**src/rtl/bcs_pkg.sv**
```systemverilog
// Package: types, constants and step tables of the six-step commutation sequencer.
`default_nettype none

package bcs_pkg;

  localparam logic [1:0] NO_PHASE  = 2'd3;
  localparam logic [1:0] PHASE_A   = 2'd0;
  localparam logic [1:0] PHASE_B   = 2'd1;
  localparam logic [1:0] PHASE_C   = 2'd2;
  localparam logic [2:0] STEP_LAST = 3'd5;
  localparam logic [2:0] STEP_ALIGN = 3'd1;

  localparam int CFG_IDX_W  = 3;
  localparam int CFG_DATA_W = 10;
  localparam int TICK_W     = 10;
  localparam int PERIOD_W   = 8;
  localparam int DUTY_W     = 8;

  // Register reset values
  localparam logic [DUTY_W-1:0]   ALIGN_DUTY_RST         = 8'd70;
  localparam logic [DUTY_W-1:0]   RAMP_DUTY_RST          = 8'd50;
  localparam logic [DUTY_W-1:0]   RUN_DUTY_RST           = 8'd150;
  localparam logic [TICK_W-1:0]   ALIGN_FIRST_TICKS_RST  = 10'd160;
  localparam logic [TICK_W-1:0]   ALIGN_SECOND_TICKS_RST = 10'd400;
  localparam logic [PERIOD_W-1:0] RAMP_START_PERIOD_RST  = 8'd50;
  localparam logic [PERIOD_W-1:0] RAMP_END_PERIOD_RST    = 8'd35;

  // Reported mode codes
  localparam logic [1:0] MODE_CODE_IDLE  = 2'd0;
  localparam logic [1:0] MODE_CODE_ALIGN = 2'd1;
  localparam logic [1:0] MODE_CODE_RAMP  = 2'd2;
  localparam logic [1:0] MODE_CODE_RUN   = 2'd3;

  localparam logic OP_TICK = 1'b0;
  localparam logic OP_EDGE = 1'b1;

  typedef enum logic [CFG_IDX_W-1:0] {
    CFG_ALIGN_DUTY         = 3'd0,
    CFG_RAMP_DUTY          = 3'd1,
    CFG_RUN_DUTY           = 3'd2,
    CFG_ALIGN_FIRST_TICKS  = 3'd3,
    CFG_ALIGN_SECOND_TICKS = 3'd4,
    CFG_RAMP_START_PERIOD  = 3'd5,
    CFG_RAMP_END_PERIOD    = 3'd6
  } cfg_idx_t;

  typedef enum logic [3:0] {
    MODE_IDLE  = 4'b0001,
    MODE_ALIGN = 4'b0010,
    MODE_RAMP  = 4'b0100,
    MODE_RUN   = 4'b1000
  } mode_t;

  typedef struct packed {
    logic opcode;
    logic button_pressed;
  } in_t;

  typedef struct packed {
    logic [1:0] high_phase;
    logic [1:0] low_phase;
    logic [7:0] duty;
    logic [1:0] sense_phase;
    logic       sense_rising;
    logic [2:0] step_now;
    logic [1:0] mode_now;
    logic       edge_armed;
  } out_t;

  typedef struct packed {
    logic [DUTY_W-1:0]   align_duty;
    logic [DUTY_W-1:0]   ramp_duty;
    logic [DUTY_W-1:0]   run_duty;
    logic [TICK_W-1:0]   align_first_ticks;
    logic [TICK_W-1:0]   align_second_ticks;
    logic [PERIOD_W-1:0] ramp_start_period;
    logic [PERIOD_W-1:0] ramp_end_period;
  } cfg_t;

  // Step table: high side, low side, floating phase, expected edge
  function automatic logic [1:0] step_high(input logic [2:0] s);
    logic [1:0] r;
    unique case (s)
      3'd0, 3'd1: r = PHASE_A;
      3'd2, 3'd3: r = PHASE_B;
      3'd4, 3'd5: r = PHASE_C;
      default:    r = PHASE_A;
    endcase
    return r;
  endfunction

  function automatic logic [1:0] step_low(input logic [2:0] s);
    logic [1:0] r;
    unique case (s)
      3'd0, 3'd5: r = PHASE_B;
      3'd1, 3'd2: r = PHASE_C;
      3'd3, 3'd4: r = PHASE_A;
      default:    r = PHASE_B;
    endcase
    return r;
  endfunction

  function automatic logic [1:0] step_sense(input logic [2:0] s);
    logic [1:0] r;
    unique case (s)
      3'd0, 3'd3: r = PHASE_C;
      3'd1, 3'd4: r = PHASE_B;
      3'd2, 3'd5: r = PHASE_A;
      default:    r = PHASE_C;
    endcase
    return r;
  endfunction

  function automatic logic step_rising(input logic [2:0] s);
    return ~s[0];
  endfunction

  function automatic logic [2:0] step_next(input logic [2:0] s);
    return (s < STEP_LAST) ? s + 3'd1 : 3'd0;
  endfunction

endpackage

`default_nettype wire

```
**src/rtl/bcs_cfg_regs.sv**
```systemverilog
// Configuration register file of the commutation sequencer.
`default_nettype none

module bcs_cfg_regs (
  input  wire logic                          clk,
  input  wire logic                          rst_n,
  input  wire logic                          cfg_we,
  input  wire logic [bcs_pkg::CFG_IDX_W-1:0]  cfg_index,
  input  wire logic [bcs_pkg::CFG_DATA_W-1:0] cfg_wdata,
  output bcs_pkg::cfg_t                      cfg
);
  import bcs_pkg::*;

  cfg_t cfg_r;
  cfg_t cfg_nxt;

  // Decode the write index; unknown indexes drop the write
  always_comb begin
    cfg_nxt = cfg_r;
    if (cfg_we) begin
      unique case (cfg_idx_t'(cfg_index))
        CFG_ALIGN_DUTY:         cfg_nxt.align_duty         = cfg_wdata[DUTY_W-1:0];
        CFG_RAMP_DUTY:          cfg_nxt.ramp_duty          = cfg_wdata[DUTY_W-1:0];
        CFG_RUN_DUTY:           cfg_nxt.run_duty           = cfg_wdata[DUTY_W-1:0];
        CFG_ALIGN_FIRST_TICKS:  cfg_nxt.align_first_ticks  = cfg_wdata[TICK_W-1:0];
        CFG_ALIGN_SECOND_TICKS: cfg_nxt.align_second_ticks = cfg_wdata[TICK_W-1:0];
        CFG_RAMP_START_PERIOD:  cfg_nxt.ramp_start_period  = cfg_wdata[PERIOD_W-1:0];
        CFG_RAMP_END_PERIOD:    cfg_nxt.ramp_end_period    = cfg_wdata[PERIOD_W-1:0];
        default:                cfg_nxt = cfg_r;
      endcase
    end
  end

  always_ff @(posedge clk) begin
    if (!rst_n) begin
      cfg_r.align_duty         <= ALIGN_DUTY_RST;
      cfg_r.ramp_duty          <= RAMP_DUTY_RST;
      cfg_r.run_duty           <= RUN_DUTY_RST;
      cfg_r.align_first_ticks  <= ALIGN_FIRST_TICKS_RST;
      cfg_r.align_second_ticks <= ALIGN_SECOND_TICKS_RST;
      cfg_r.ramp_start_period  <= RAMP_START_PERIOD_RST;
      cfg_r.ramp_end_period    <= RAMP_END_PERIOD_RST;
    end else begin
      cfg_r <= cfg_nxt;
    end
  end

  assign cfg = cfg_r;

endmodule

`default_nettype wire

```
**src/rtl/bcs_core.sv**
```systemverilog
// Commutation state machine: mode, step, tick counter and ramp period, plus result decode.
`default_nettype none

module bcs_core (
  input  wire logic          clk,
  input  wire logic          rst_n,
  input  wire logic          adv,
  input  wire bcs_pkg::in_t  in_beat,
  input  wire bcs_pkg::cfg_t cfg,
  output bcs_pkg::out_t      result
);
  import bcs_pkg::*;

  mode_t               mode_r, mode_nxt;
  logic [2:0]          step_r, step_nxt;
  logic [TICK_W-1:0]   pc_r, pc_nxt;
  logic [PERIOD_W-1:0] rp_r, rp_nxt;
  logic                half_r, half_nxt;
  logic                drive_r, drive_nxt;

  logic [TICK_W-1:0]   pc_inc;
  logic [TICK_W-1:0]   rp_ext;
  logic [TICK_W-1:0]   ramp_pc;
  logic [PERIOD_W-1:0] rp_dec;
  logic                rp_zero;
  logic [DUTY_W-1:0]   duty_sel;
  logic [1:0]          mode_code;

  assign pc_inc  = pc_r + TICK_W'(1);
  assign rp_ext  = TICK_W'(rp_r);
  assign ramp_pc = (pc_r < rp_ext) ? pc_inc : pc_r;
  assign rp_zero = (rp_r == '0);
  assign rp_dec  = rp_zero ? rp_r : rp_r - PERIOD_W'(1);

  // Advance the state for one beat
  always_comb begin
    mode_nxt  = mode_r;
    step_nxt  = step_r;
    pc_nxt    = pc_r;
    rp_nxt    = rp_r;
    half_nxt  = half_r;
    drive_nxt = drive_r;
    priority if (mode_r == MODE_RUN && !in_beat.button_pressed) begin
      // button released in run: stop
      mode_nxt  = MODE_IDLE;
      drive_nxt = 1'b0;
    end else if (in_beat.opcode == OP_EDGE) begin
      if (mode_r == MODE_RUN) begin
        step_nxt  = step_next(step_r);
        drive_nxt = 1'b1;
      end
    end else begin
      unique case (mode_r)
        MODE_IDLE: begin
          if (in_beat.button_pressed) begin
            mode_nxt  = MODE_ALIGN;
            step_nxt  = STEP_ALIGN;
            pc_nxt    = '0;
            half_nxt  = 1'b0;
            drive_nxt = 1'b1;
          end
        end
        MODE_ALIGN: begin
          pc_nxt = pc_inc;
          if (!half_r) begin
            if (pc_inc >= cfg.align_first_ticks) begin
              half_nxt = 1'b1;
              pc_nxt   = '0;
            end
          end else if (pc_inc >= cfg.align_second_ticks) begin
            mode_nxt = MODE_RAMP;
            rp_nxt   = cfg.ramp_start_period;
            pc_nxt   = '0;
          end
        end
        MODE_RAMP: begin
          pc_nxt = ramp_pc;
          if (ramp_pc >= rp_ext) begin
            pc_nxt = '0;
            rp_nxt = rp_dec;
            if (rp_zero || rp_dec < cfg.ramp_end_period) begin
              drive_nxt = 1'b0;
              mode_nxt  = MODE_RUN;
            end else begin
              step_nxt = step_next(step_r);
            end
          end
        end
        MODE_RUN: begin
          mode_nxt = mode_r;
        end
        default: begin
          mode_nxt = MODE_IDLE;
        end
      endcase
    end
  end

  always_ff @(posedge clk) begin
    if (!rst_n) begin
      mode_r  <= MODE_IDLE;
      step_r  <= '0;
      pc_r    <= '0;
      rp_r    <= '0;
      half_r  <= 1'b0;
      drive_r <= 1'b0;
    end else if (adv) begin
      mode_r  <= mode_nxt;
      step_r  <= step_nxt;
      pc_r    <= pc_nxt;
      rp_r    <= rp_nxt;
      half_r  <= half_nxt;
      drive_r <= drive_nxt;
    end
  end

  // Decode the result from the updated state
  always_comb begin
    duty_sel  = cfg.run_duty;
    mode_code = MODE_CODE_IDLE;
    unique case (mode_nxt)
      MODE_IDLE: begin
        mode_code = MODE_CODE_IDLE;
      end
      MODE_ALIGN: begin
        mode_code = MODE_CODE_ALIGN;
        duty_sel  = half_nxt ? cfg.ramp_duty : cfg.align_duty;
      end
      MODE_RAMP: begin
        mode_code = MODE_CODE_RAMP;
        duty_sel  = cfg.ramp_duty;
      end
      MODE_RUN: begin
        mode_code = MODE_CODE_RUN;
      end
      default: begin
        mode_code = MODE_CODE_IDLE;
      end
    endcase

    if (drive_nxt && mode_nxt != MODE_IDLE) begin
      result.high_phase = step_high(step_nxt);
      result.low_phase  = step_low(step_nxt);
      result.duty       = duty_sel;
    end else begin
      result.high_phase = NO_PHASE;
      result.low_phase  = NO_PHASE;
      result.duty       = '0;
    end
    result.sense_phase  = step_sense(step_nxt);
    result.sense_rising = step_rising(step_nxt);
    result.step_now     = step_nxt;
    result.mode_now     = mode_code;
    result.edge_armed   = (mode_nxt == MODE_RUN);
  end

  a_step_range: assert property (@(posedge clk) disable iff (!rst_n)
    step_r <= STEP_LAST)
    else $error("step left its range");

  a_mode_onehot: assert property (@(posedge clk) disable iff (!rst_n)
    $onehot(mode_r))
    else $error("mode register not one-hot");

  a_idle_undriven: assert property (@(posedge clk) disable iff (!rst_n)
    mode_r == MODE_IDLE |-> !drive_r)
    else $error("drive enabled while idle");

  a_hold_no_adv: assert property (@(posedge clk) disable iff (!rst_n)
    !adv |=> $stable(step_r) && $stable(pc_r) && $stable(mode_r))
    else $error("state moved without a beat");

endmodule

`default_nettype wire

```
**src/rtl/sensorless_bldc_commutation_sequencer_top.sv**
```systemverilog
// Top level of the six-step sensorless commutation sequencer.
//
//   channel | dir | handshake                 | payload
//   in_     | in  | in_valid / in_ready       | in_data   (opcode, button_pressed)
//   out_    | out | out_valid / out_ready     | out_data  (phases, duty, sense, step, mode)
//   cfg_    | in  | cfg_we (no wait)          | cfg_index, cfg_wdata
//
// One beat per cycle sustained while the result is not stalled.
// The beat lands in an input register; the state update and result decode sit
// between it and the result register, and the state commits as the result loads.
// Synchronous active-low reset clears the state to idle with the drive off.
// A stalled result holds in its register while one more input beat is taken.
`default_nettype none

module sensorless_bldc_commutation_sequencer_top (
  input  wire logic                          clk,
  input  wire logic                          rst_n,
  input  wire logic                          in_valid,
  output logic                               in_ready,
  input  wire bcs_pkg::in_t                  in_data,
  output logic                               out_valid,
  input  wire logic                          out_ready,
  output bcs_pkg::out_t                      out_data,
  input  wire logic                          cfg_we,
  input  wire logic [bcs_pkg::CFG_IDX_W-1:0]  cfg_index,
  input  wire logic [bcs_pkg::CFG_DATA_W-1:0] cfg_wdata
);
  import bcs_pkg::*;

  cfg_t cfg;
  in_t  s1_data_r;
  logic s1_valid_r;
  out_t out_data_r;
  logic out_valid_r;
  out_t result;
  logic s1_adv;

  bcs_cfg_regs u_cfg (
    .clk       (clk),
    .rst_n     (rst_n),
    .cfg_we    (cfg_we),
    .cfg_index (cfg_index),
    .cfg_wdata (cfg_wdata),
    .cfg       (cfg)
  );

  // Move the input stage forward when the result register is free or drains
  assign s1_adv   = s1_valid_r && (!out_valid_r || out_ready);
  assign in_ready = !s1_valid_r || s1_adv;

  bcs_core u_core (
    .clk     (clk),
    .rst_n   (rst_n),
    .adv     (s1_adv),
    .in_beat (s1_data_r),
    .cfg     (cfg),
    .result  (result)
  );

  // Input register
  always_ff @(posedge clk) begin
    if (!rst_n) begin
      s1_valid_r <= 1'b0;
    end else if (in_ready) begin
      s1_valid_r <= in_valid;
    end
  end

  always_ff @(posedge clk) begin
    if (in_ready && in_valid) begin
      s1_data_r <= in_data;
    end
  end

  // Result register
  always_ff @(posedge clk) begin
    if (!rst_n) begin
      out_valid_r <= 1'b0;
    end else if (s1_adv) begin
      out_valid_r <= 1'b1;
    end else if (out_ready) begin
      out_valid_r <= 1'b0;
    end
  end

  always_ff @(posedge clk) begin
    if (s1_adv) begin
      out_data_r <= result;
    end
  end

  assign out_valid = out_valid_r;
  assign out_data  = out_data_r;

endmodule

`default_nettype wire
```
**config.mk**
```make
export PLATFORM = sky130hd
export DESIGN_NAME = sensorless_bldc_commutation_sequencer_top
export DESIGN_NICKNAME = d
export VERILOG_FILES = /design/src/rtl/bcs_pkg.sv /design/src/rtl/bcs_cfg_regs.sv /design/src/rtl/bcs_core.sv /design/src/rtl/sensorless_bldc_commutation_sequencer_top.sv
export SDC_FILE = /design/constraint.sdc
export NUM_CORES = 1
export LEC_CHECK = 0
export BUFFER_PORTS_ARGS = -buffer_cell sky130_fd_sc_hd__buf_4
export CAP_MARGIN = 20
export CORE_ASPECT_RATIO = 0.75
export CORE_MARGIN = 2
export CORE_UTILIZATION = 55
export DETAILED_ROUTE_END_ITERATION = 8
export GPL_TIMING_DRIVEN = 0
export PLACE_DENSITY = 0.74
export SLEW_MARGIN = 5
export SYNTH_ARGS = -nofsm -noshare
export SYNTH_HDL_FRONTEND = slang
export SYNTH_SLANG_ARGS = --single-unit
```
**constraint.sdc**
```tcl
create_clock -name clk -period 5.28 [get_ports clk]
set_clock_uncertainty 0.15 [all_clocks]
set_input_delay 0.264 -clock clk [delete_from_list [all_inputs] [get_ports clk]]
set_output_delay 0.264 -clock clk [all_outputs]
set_load 0.005 [all_outputs]
```
Yosys cells after proc, flatten, opt, wreduce, memory -nomap -nowiden:

Index checks and enable logic that the tools add are counted.

* logic and storage cells: 139
* input bits: 20
* flip-flop bits (word level): 112
* output and inout port bits: 23

* reductions and logical operators: 30
* bitwise logic cells: 3
* mux-type cells: 49
* add/subtract/negate cells: 3
* equal/unequal tests: 23
* order comparisons: 6

Operators with widths (number)
* $mux W10: 6
* $mux W8: 5
* $pmux W8 S2: 2
* $pmux W10 S3: 1
* $mux W4: 7
* $mux W3: 7
* $ge A10 B10 Y1: 2
* $pmux W4 S4: 1
* $eq A3 B3 Y1 const B: 5
* $reduce_and A2 Y1: 7
* $mux W1: 13
* $eq A3 B2 Y1 const B: 4
* $pmux W2 S2: 3
* $reduce_or A2 Y1: 6
* $add A10 B1 Y10 const B: 1
* $ge A10 B8 Y1: 1
* $lt A10 B8 Y1: 1
* $eq A4 B2 Y1 const B: 2
* $eq A4 B3 Y1 const B: 2
* $eq A4 B4 Y1 const B: 2
* $logic_not A8 Y1: 1
* $lt A8 B8 Y1: 1
* $sub A8 B1 Y8 const B: 1
* $reduce_and A7 Y1: 1
* other kinds (18): 32

Longest topological paths before layout:

Gate-level depths: netlist (run 1).

* depth after elaboration: 12
* mapped depth: 21
* depth with buffers taken out: 19

Cells and area by module:

A second synthesis (run 1) with hierarchy kept.

* cells, all modules: 754
* area, all modules: 6912.9 µm²

By module, submodules not included
* bcs_core: times used 1, area each 3798.6 µm², cells an instance 501, sequential area each 540.5 µm²
* bcs_cfg_regs: times used 1, area each 2319.7 µm², cells an instance 221, sequential area each 1201.2 µm²
* sensorless_bldc_commutation_sequencer_top: times used 1, area each 794.5 µm², cells an instance 32, sequential area each 730.7 µm²

Worst setup path before layout (run 1):

No wires, ideal clock.

* kind: reg2reg
* start: register u_core.rp_r[7]
* end: register out_data_r, in the netlist out_data[18] (data pin)
* period minus slack after synthesis: 4.202 ns
* library setup time: 0.254 ns
* cell stages (with the launch flop): 18
* buffers on the path: 1
* slack: 1.078 ns
* required time: 4.876 ns
* arrival time: 3.798 ns
* cells stage by stage: dfxtp_1 inv_1 ha_1 a2111oi_0 and2_1 clkbuf_1 mux2_2 ha_1 nand2_1 o21ai_0 nand4_1 a32oi_1 o21ai_2 a211o_1 a31o_2 inv_1 nand2_1 a21o_1

RTL lines
* start, declared: line bcs_core.sv:17 `logic [PERIOD_W-1:0] rp_r, rp_nxt;`
* start signal, assigned: line bcs_core.sv:111 `rp_r <= rp_nxt;`
* end signal, assigned: line sensorless_bldc_commutation_sequencer_top.sv:88 `out_data_r <= result;`
* end, declared: line sensorless_bldc_commutation_sequencer_top.sv:33 `out_t out_data_r;`

Worst setup path after layout (run 1):

* start: register u_core.rp_r[2]
* end: register out_data_r, in the netlist out_data[14] (data pin)

* word-level cells in the longest chain between the ends: 11
* elaborated cells between the ends (all ways): 23
* classes of those cells: 1 x add/sub; 3 x order compare; 3 x eq/ne; 13 x mux; 3 x reduce/logical

RTL lines
* $sub A8 B1 Y8 / $logic_not A8 Y1 (equally long branches): line bcs_core.sv:33, bcs_core.sv:32
* $mux W8: line bcs_core.sv:33 `assign rp_dec = rp_zero ? rp_r : rp_r - PERIOD_W'(1);`
* $lt A8 B8 Y1: line bcs_core.sv:81 `if (rp_zero || rp_dec < cfg.ramp_end_period) begin`
* $logic_or A1 B1 Y1: line bcs_core.sv:81
* $mux W4: line bcs_core.sv:81
* $mux W4: line bcs_core.sv:78 `if (ramp_pc >= rp_ext) begin`
* $pmux W4 S4: line bcs_core.sv:53 `unique case (mode_r)`
* $mux W4: line bcs_core.sv:47 `end else if (in_beat.opcode == OP_EDGE) begin`
* $mux W4: line bcs_core.sv:43 `priority if (mode_r == MODE_RUN && !in_beat.button_pressed) begin`
* $eq A4 B3 Y1, or another cell as far along: line bcs_core.sv:121 `unique case (mode_nxt)`
* $pmux W8 S2 / $logic_and A1 B1 Y1 (equally long branches): line bcs_core.sv:121, bcs_core.sv:141

Several ways; a longest one is shown, not always the timed one.
A chain may end at the register's enable or synchronous reset.

==> impl_metrics.py, run 1 <==
metrics = {
    "logic_synthesis": {
        "ys_seq_elements": 112,
        "synthFlopType": "dfxtp_1",
        "yosysSeqAreaShare_pct": 38.8,
        "synth.largest_area_cell": "dfxtp_1",
        "syn_inst": 777,
        "avgSynthCellArea_um2": 8.19,
        "async_reset_ff_share_pct": 0,
        "synth_cell_types": 62,
        "yosysWarnings": 0,
        "synth.net_count": 843,
        "yosys-top-cells-count": "nand2_1 (169), dfxtp_1 (89), a21oi_1 (58)",
        "synth-edff-count": 23,
        "yosysMostFrequentCell": "nand2_1",
        "yosysTopAreaCellShare_pct": 28.0,
        "syn_area_um2": 6370,
        "synthTopCellsByArea": "dfxtp_1 (28%), edfxtp_1 (11%), nand2_1 (10%)",
    },
    "sta": {
        "max-slew-margin-rel_pct": 30.0,
        "rsz0062_at_grt": "no",
        "finalCriticalPeriod_ns": 5.08,
        "worst_hold_slack_ns": -0.00303,
        "fmax_mhz": 197,
        "finalCritPeriodShare_pct": 96.3,
        "worst_pin_slew_ns": 1.04,
        "timing.final.max_slew_violations": 0,
        "setup_violations": 0,
        "setup_tns_ns": 0,
        "hold_viol": 1,
    },
    "placed_design": {
        "dp.cells": 960,
        "port_buffers": 42,
        "gp_congestion": 0.961,
        "place_hpwl_um": 12600,
    },
    "power_and_ir_drop": {
        "power_mw": 1.85,
        "p_comb_share_pct": 10.6,
        "pwr_density_cell_nw_per_um2": 256,
        "internal_power_mw": 1.36,
        "seq_power_share_pct": 49.7,
        "clkPwrFrac_pct": 39.7,
        "switchingPower_uw": 490,
        "p_leak_nw": 2.89,
        "swShare_pct": 26.5,
        "ir_drop_uv": 162,
    },
    "global_route": {
        "grt_pass1_vias": 5569,
        "grt_max_degree": 22,
        "grt.overflow.total": 0,
        "grt_pass1_wl_um": 27700,
        "antenna_found_initial": 0,
        "grt_use_total_pct": 27.6,
    },
    "final_layout": {
        "num-fill-cells": 928,
        "instances_no_fill": 977,
        "syn_to_final_growth_pct": 13.5,
        "drive_gt1_share_pct": 10.3,
        "diodes": 0,
        "nNetsFinal": 898,
    },
    "setup_path": {
        "r2r_cells": 18,
        "end_kind": "register",
        "critPathKind": "reg -> reg",
        "critPathMaxFanout": 10,
        "crit_required_ns": 5.31,
        "crit_arrival_ns": 5.12,
        "critPathLaunchType": "register",
    },
    "cts": {
        "cts-root-buf": "clkbuf_16",
        "cts_tree": "built",
        "clockBufferDepth": 2,
        "clock_latency_ns": 0.36,
        "h-tree-depth": 3,
        "clk_pin_slew_worst_paths_ns": 0.08,
        "numClockSinks": 112,
        "cts_buffers": 9,
    },
    "floorplanning": {
        "coreArea_um2": 11100,
        "initial_utilization_pct": 57.3,
        "die_w_um": 128,
        "ios": 43,
        "fp.dieH_um": 97.2,
        "die_area_um2": 12500,
        "rows": 33,
    },
    "drt": {
        "viasPerCell": 6.02,
        "first_pass_iters": 5,
        "drtAntennaViolNets": 0,
        "wl_um": 16700,
        "routedWlPerCell_um": 17.1,
        "drt-initial-drc-count": 458,
        "vias": 5877,
        "drc": 0,
    },
    "outcome": {
        "failed_checks": "hold timing",
        "status": "complete, but fails checks",
    },
    "min_path": {
        "hold_path.class": "in -> reg",
        "min_path_cells": 3,
    },
    "run": {
        "maxCapViolations": 0,
    },
}
## path summary, 6_finish.rpt
| check | slack [ns] | from | to |
|---|---|---|---|
| worst max-delay path | 0.20 | u_core.rp_r[2] | out_data[14] |
| worst min-delay path | -0.003 | in_valid | s1_valid_r |
| worst max register to register | 0.20 | u_core.rp_r[2] | out_data[14] |
| worst min register to register | 0.31 | u_cfg.cfg[7] | u_cfg.cfg[7] |
## through the flow
stage,setup slack (ns),utilization (%),cell area (um2)
2_1_floorplan,1.08,-,6370
3_3_place_gp,0.156,61.7,6860
3_5_place_dp,0.0751,61.9,6870
4_1_cts,0.0254,64.9,7210
5_1_grt,0.0303,65.1,7230
6_report,0.195,65.1,7230
## kinds of logic (layout without fill, tap and decap cells)
| group | after synthesis | in the layout | share of synthesized area (%) |
|---|---|---|---|
| xor gates and xnor gates | 21 | 21 | 2.89 |
| and+or+nand+nor | 327 | 327 | 24.0 |
| DFF | 112 | 112 | 38.8 |
| AOI/OAI and AO/OA | 188 | 188 | 18.8 |
| muxes | 9 | 9 | 1.51 |
| adders and majority gates | 46 | 46 | 9.04 |
| buffers and inverters | 74 | 134 | 4.89 |
## cell type report
cell class                      count  area (um2)  area share [%]
Tap cell                          140         175            2.42
Sequential cell                   112        2470            34.2
Clock buffer                        9         225            3.12
Timing Repair Buffer               45         350            4.85
Buffer                             26         131            1.82
Multi-Input combinational cell    591        3600            49.8
Inverter                           47         176            2.44
Clock inverter                      7        95.1            1.32
## worst max-delay path, stage by stage, from the launching register on
cell and delay, ns:
dfxtp_1 0.42, inv_1 0.14, ha_1 0.33, a21oi_1 0.16
o21ai_0 0.12, a31oi_1 0.28, and2_1 0.41, mux2_2 0.39
ha_1 0.28, nand2_1 0.05, o21ai_0 0.23, nand4_1 0.13
a32oi_1 0.47, or2_0 0.16, buf_2 0.23, o21ai_4 0.15
xnor2_2 0.39, o21ai_0 0.16, a31oi_1 0.25
## sequential cells by signal (all words and copies together), names as in the netlist
register        flops
s1_valid_r          1
u_cfg.cfg          60
s1_data_r           2
u_core.pc_r        10
u_core.mode_r       4
u_core.drive_r      1
u_core.rp_r         8
u_core.step_r       3
u_core.half_r       1
out_valid           1
out_data           21
## power groups by stage
| stage | sequential [mW] | combinational, mW | clock, mW |
|---|---|---|---|
| global route | 0.922 | 0.216 | 0.777 |
| floorplan | 0.935 | 0.114 | 0 |
| global placement | 0.937 | 0.181 | 0 |
| finish | 0.918 | 0.196 | 0.733 |
| detailed placement | 0.938 | 0.189 | 0 |
| CTS | 0.918 | 0.191 | 0.740 |
## routing by layer
layer	part of all wire [%]	GRT usage, %	up-vias	wire, um
met5	0	0	-	0
met4	1.3	7.27	0	224
met3	7.4	5.78	22	1240
met2	44	42.6	218	7420
met1	47	39.3	2806	7850
li1	-	-	2831	-
## cell usage in the layout, fill, tap and decap left out, types with 8 or more instances in the layout
cell         n
nor3_1      17
nor2b_1     15
a21oi_1     58
clkbuf_16    9
a211oi_1    13
o211ai_1     8
buf_4       42
a31oi_1     11
ha_1        46
a21o_1       8
nand3_1     40
a21boi_0    10
nand2_1    169
edfxtp_1    23
clkbuf_1    19
nor2_1      36
xnor2_1     13
and2_1      13
inv_1       46
o21ai_0     45
dfxtp_1     89
## what timing repair did
item,4_1_cts,5_1_grt
gates resized for setup,0,3
hold endpoints to repair,2,0
endpoints found under the setup margin,0,13
hold buffers,2,0
setup buffers,0,0
Note: power is estimated with default switching activity, not from simulation.
==> run 2: changes to the inputs <==
--- a/config.mk
+++ b/config.mk
@@ -6,13 +6,12 @@
 export NUM_CORES = 1
 export LEC_CHECK = 0
 export BUFFER_PORTS_ARGS = -buffer_cell sky130_fd_sc_hd__buf_4
-export CAP_MARGIN = 20
 export CORE_ASPECT_RATIO = 0.75
 export CORE_MARGIN = 2
-export CORE_UTILIZATION = 55
+export CORE_UTILIZATION = 61
 export DETAILED_ROUTE_END_ITERATION = 8
 export GPL_TIMING_DRIVEN = 0
-export PLACE_DENSITY = 0.74
+export PLACE_DENSITY = 0.8
 export SLEW_MARGIN = 5
 export SYNTH_ARGS = -nofsm -noshare
 export SYNTH_HDL_FRONTEND = slang
==> impl_metrics.py, run 2 (synthesized netlist as in run 1, its figures left out) <==
metrics = {
    "global_route": {
        "grt_use_met3_pct": 6.71,
        "grt_util_met2_pct": 48.0,
        "top_usage_layer": "met2",
        "antenna_found_initial": 0,
        "grt_pass1_wl_um": 27000,
        "grt_max_degree": 31,
        "grt_pass1_vias": 5396,
        "grt_use_total_pct": 30.9,
        "met1_usage_pct": 44.1,
        "grt.overflow.total": 0,
    },
    "cts": {
        "cts_buffers": 9,
        "clk_pin_slew_worst_paths_ns": 0.08,
        "cts-root-buf": "clkbuf_16",
        "clock_latency_ns": 0.36,
        "numClockSinks": 112,
        "clockBufferDepth": 2,
        "postCtsSetupBuffers": 0,
        "cts_tree": "built",
        "h-tree-depth": 3,
    },
    "sta": {
        "max-slew-margin-rel_pct": 29.9,
        "setup_violations": 0,
        "fmax_mhz": 203,
        "hold_viol": 0,
        "worst_pin_slew_ns": 1.04,
        "fin_ws_ns": 0.363,
        "timing.final.max_slew_violations": 0,
        "finalCriticalPeriod_ns": 4.92,
        "setup_tns_ns": 0,
        "rsz0062_at_grt": "no",
        "worst_hold_slack_ns": 0.00230,
        "finalCritPeriodShare_pct": 93.1,
    },
    "setup_path": {
        "crit_required_ns": 5.31,
        "critPathMaxFanout": 9,
        "end_kind": "register",
        "rrSetupSlack_ns": 0.36,
        "critPathLaunchType": "register",
        "critPathKind": "reg -> reg",
        "crit_arrival_ns": 4.95,
    },
    "floorplanning": {
        "die_w_um": 122,
        "fp.dieH_um": 92.5,
        "initial_utilization_pct": 62.4,
        "die_area_um2": 11300,
        "coreArea_um2": 10200,
        "rows": 32,
        "ios": 43,
    },
    "power_and_ir_drop": {
        "switchingPower_uw": 487,
        "seq_power_share_pct": 51.2,
        "p_leak_nw": 2.87,
        "internal_power_mw": 1.31,
        "pwr_density_cell_nw_per_um2": 250,
        "swShare_pct": 27.1,
        "p_comb_share_pct": 10.8,
        "ir_drop_uv": 231,
        "clkPwrFrac_pct": 38.0,
    },
    "placed_design": {
        "dp_slack_ns": 0.0321,
        "place_hpwl_um": 12500,
        "port_buffers": 42,
        "dp.cells": 955,
        "gp_congestion": 0.932,
        "post_dp_cell_area_um2": 6850,
    },
    "final_layout": {
        "drive_gt1_share_pct": 10.4,
        "diodes": 0,
        "syn_to_final_growth_pct": 12.9,
        "mostFrequentLayoutCells": "nand2_1 (169), dfxtp_1 (89), a21oi_1 (58)",
        "final_common_cell": "nand2_1",
        "largest_register_ff_count": 60,
        "nNetsFinal": 897,
        "instances_no_fill": 972,
        "fin_area_um2": 7190,
    },
    "min_path": {
        "hold_path.class": "in -> reg",
    },
    "drt": {
        "first_pass_iters": 5,
        "viasPerCell": 6.03,
        "wl_um": 16700,
        "vias": 5864,
        "drc": 0,
        "routedWlPerCell_um": 17.2,
        "drt-initial-drc-count": 503,
        "drtAntennaViolNets": 0,
    },
    "run": {
        "maxCapViolations": 0,
    },
    "outcome": {
        "status": "finished clean",
    },
}
[run 2: changes by cell type in the layout (fill, tap and decap cells not counted), sizes merged]
cell / before / now
bufinv: 1 / 0
clkinv: 2 / 1
clkinvlp: 0 / 2
buf: 50 / 49
[run 2: cell type report]
cell class	count	area, um2
inverters	47	176
flip-flops and latches	112	2470
repair buffers	44	335
clock buffers	9	225
well taps	136	170
fillers	840	3020
plain buffers	26	133
clock inverters	7	71.3
multi-input cells	591	3600
[run 2: repair_timing]
item / in CTS / in global routing
pin swaps: 0 / 0
endpoints found under the setup margin: 1 / 20
resized for setup: 2 / 2
hold endpoints to repair: 2 / 0
hold buffers: 2 / 0
gates cloned: 0 / 0
[run 2: worst paths after layout]
| check | startpoint | depth (start not counted) | to |
|---|---|---|---|
| setup / recovery | u_core.pc_r[0] | 15 | out_data[9] |
| hold / removal | cfg_wdata[8] | 3 | u_cfg.cfg[24] |
| setup reg to reg | u_core.pc_r[0] | 15 | out_data[9] |
| hold reg to reg | u_cfg.cfg[25] | 2 | u_cfg.cfg[25] |
[run 2: power by group through the flow]
stage               combinational [mW]  clock [mW]  sequential [mW]
floorplan                        0.114           0            0.935
global placement                 0.180           0            0.937
detailed placement               0.187           0            0.938
CTS                              0.191       0.687            0.918
global route                     0.214       0.715            0.922
finish                           0.194       0.683            0.919
[run 2: metal layers]
layer / routed length (um) / vias to the layer above
met5: 0 / -
met4: 169 / 0
met3: 1270 / 18
met2: 7570 / 249
met1: 7740 / 2766
li1: - / 2831
[run 2: through the flow]
step                util, %  total power [mW]
floorplan                 -              1.05
global placement       67.1              1.12
detailed placement     67.1              1.13
CTS                    70.4              1.80
global route           70.4              1.85
finish                 70.4              1.80
[run 2: critical path: stages, from the launching register on]
cell	delay (ns)
dfxtp_1	0.62
nand3_1	0.23
nor2_1	0.41
and3_1	0.21
clkbuf_1	0.21
nand3_1	0.13
xnor2_1	0.32
ha_1	0.31
a2111oi_0	0.42
o211a_1	0.25
nor2_1	0.14
a221oi_2	0.36
o21ai_4	0.18
xnor2_2	0.40
o21ai_0	0.14
a31oi_1	0.26
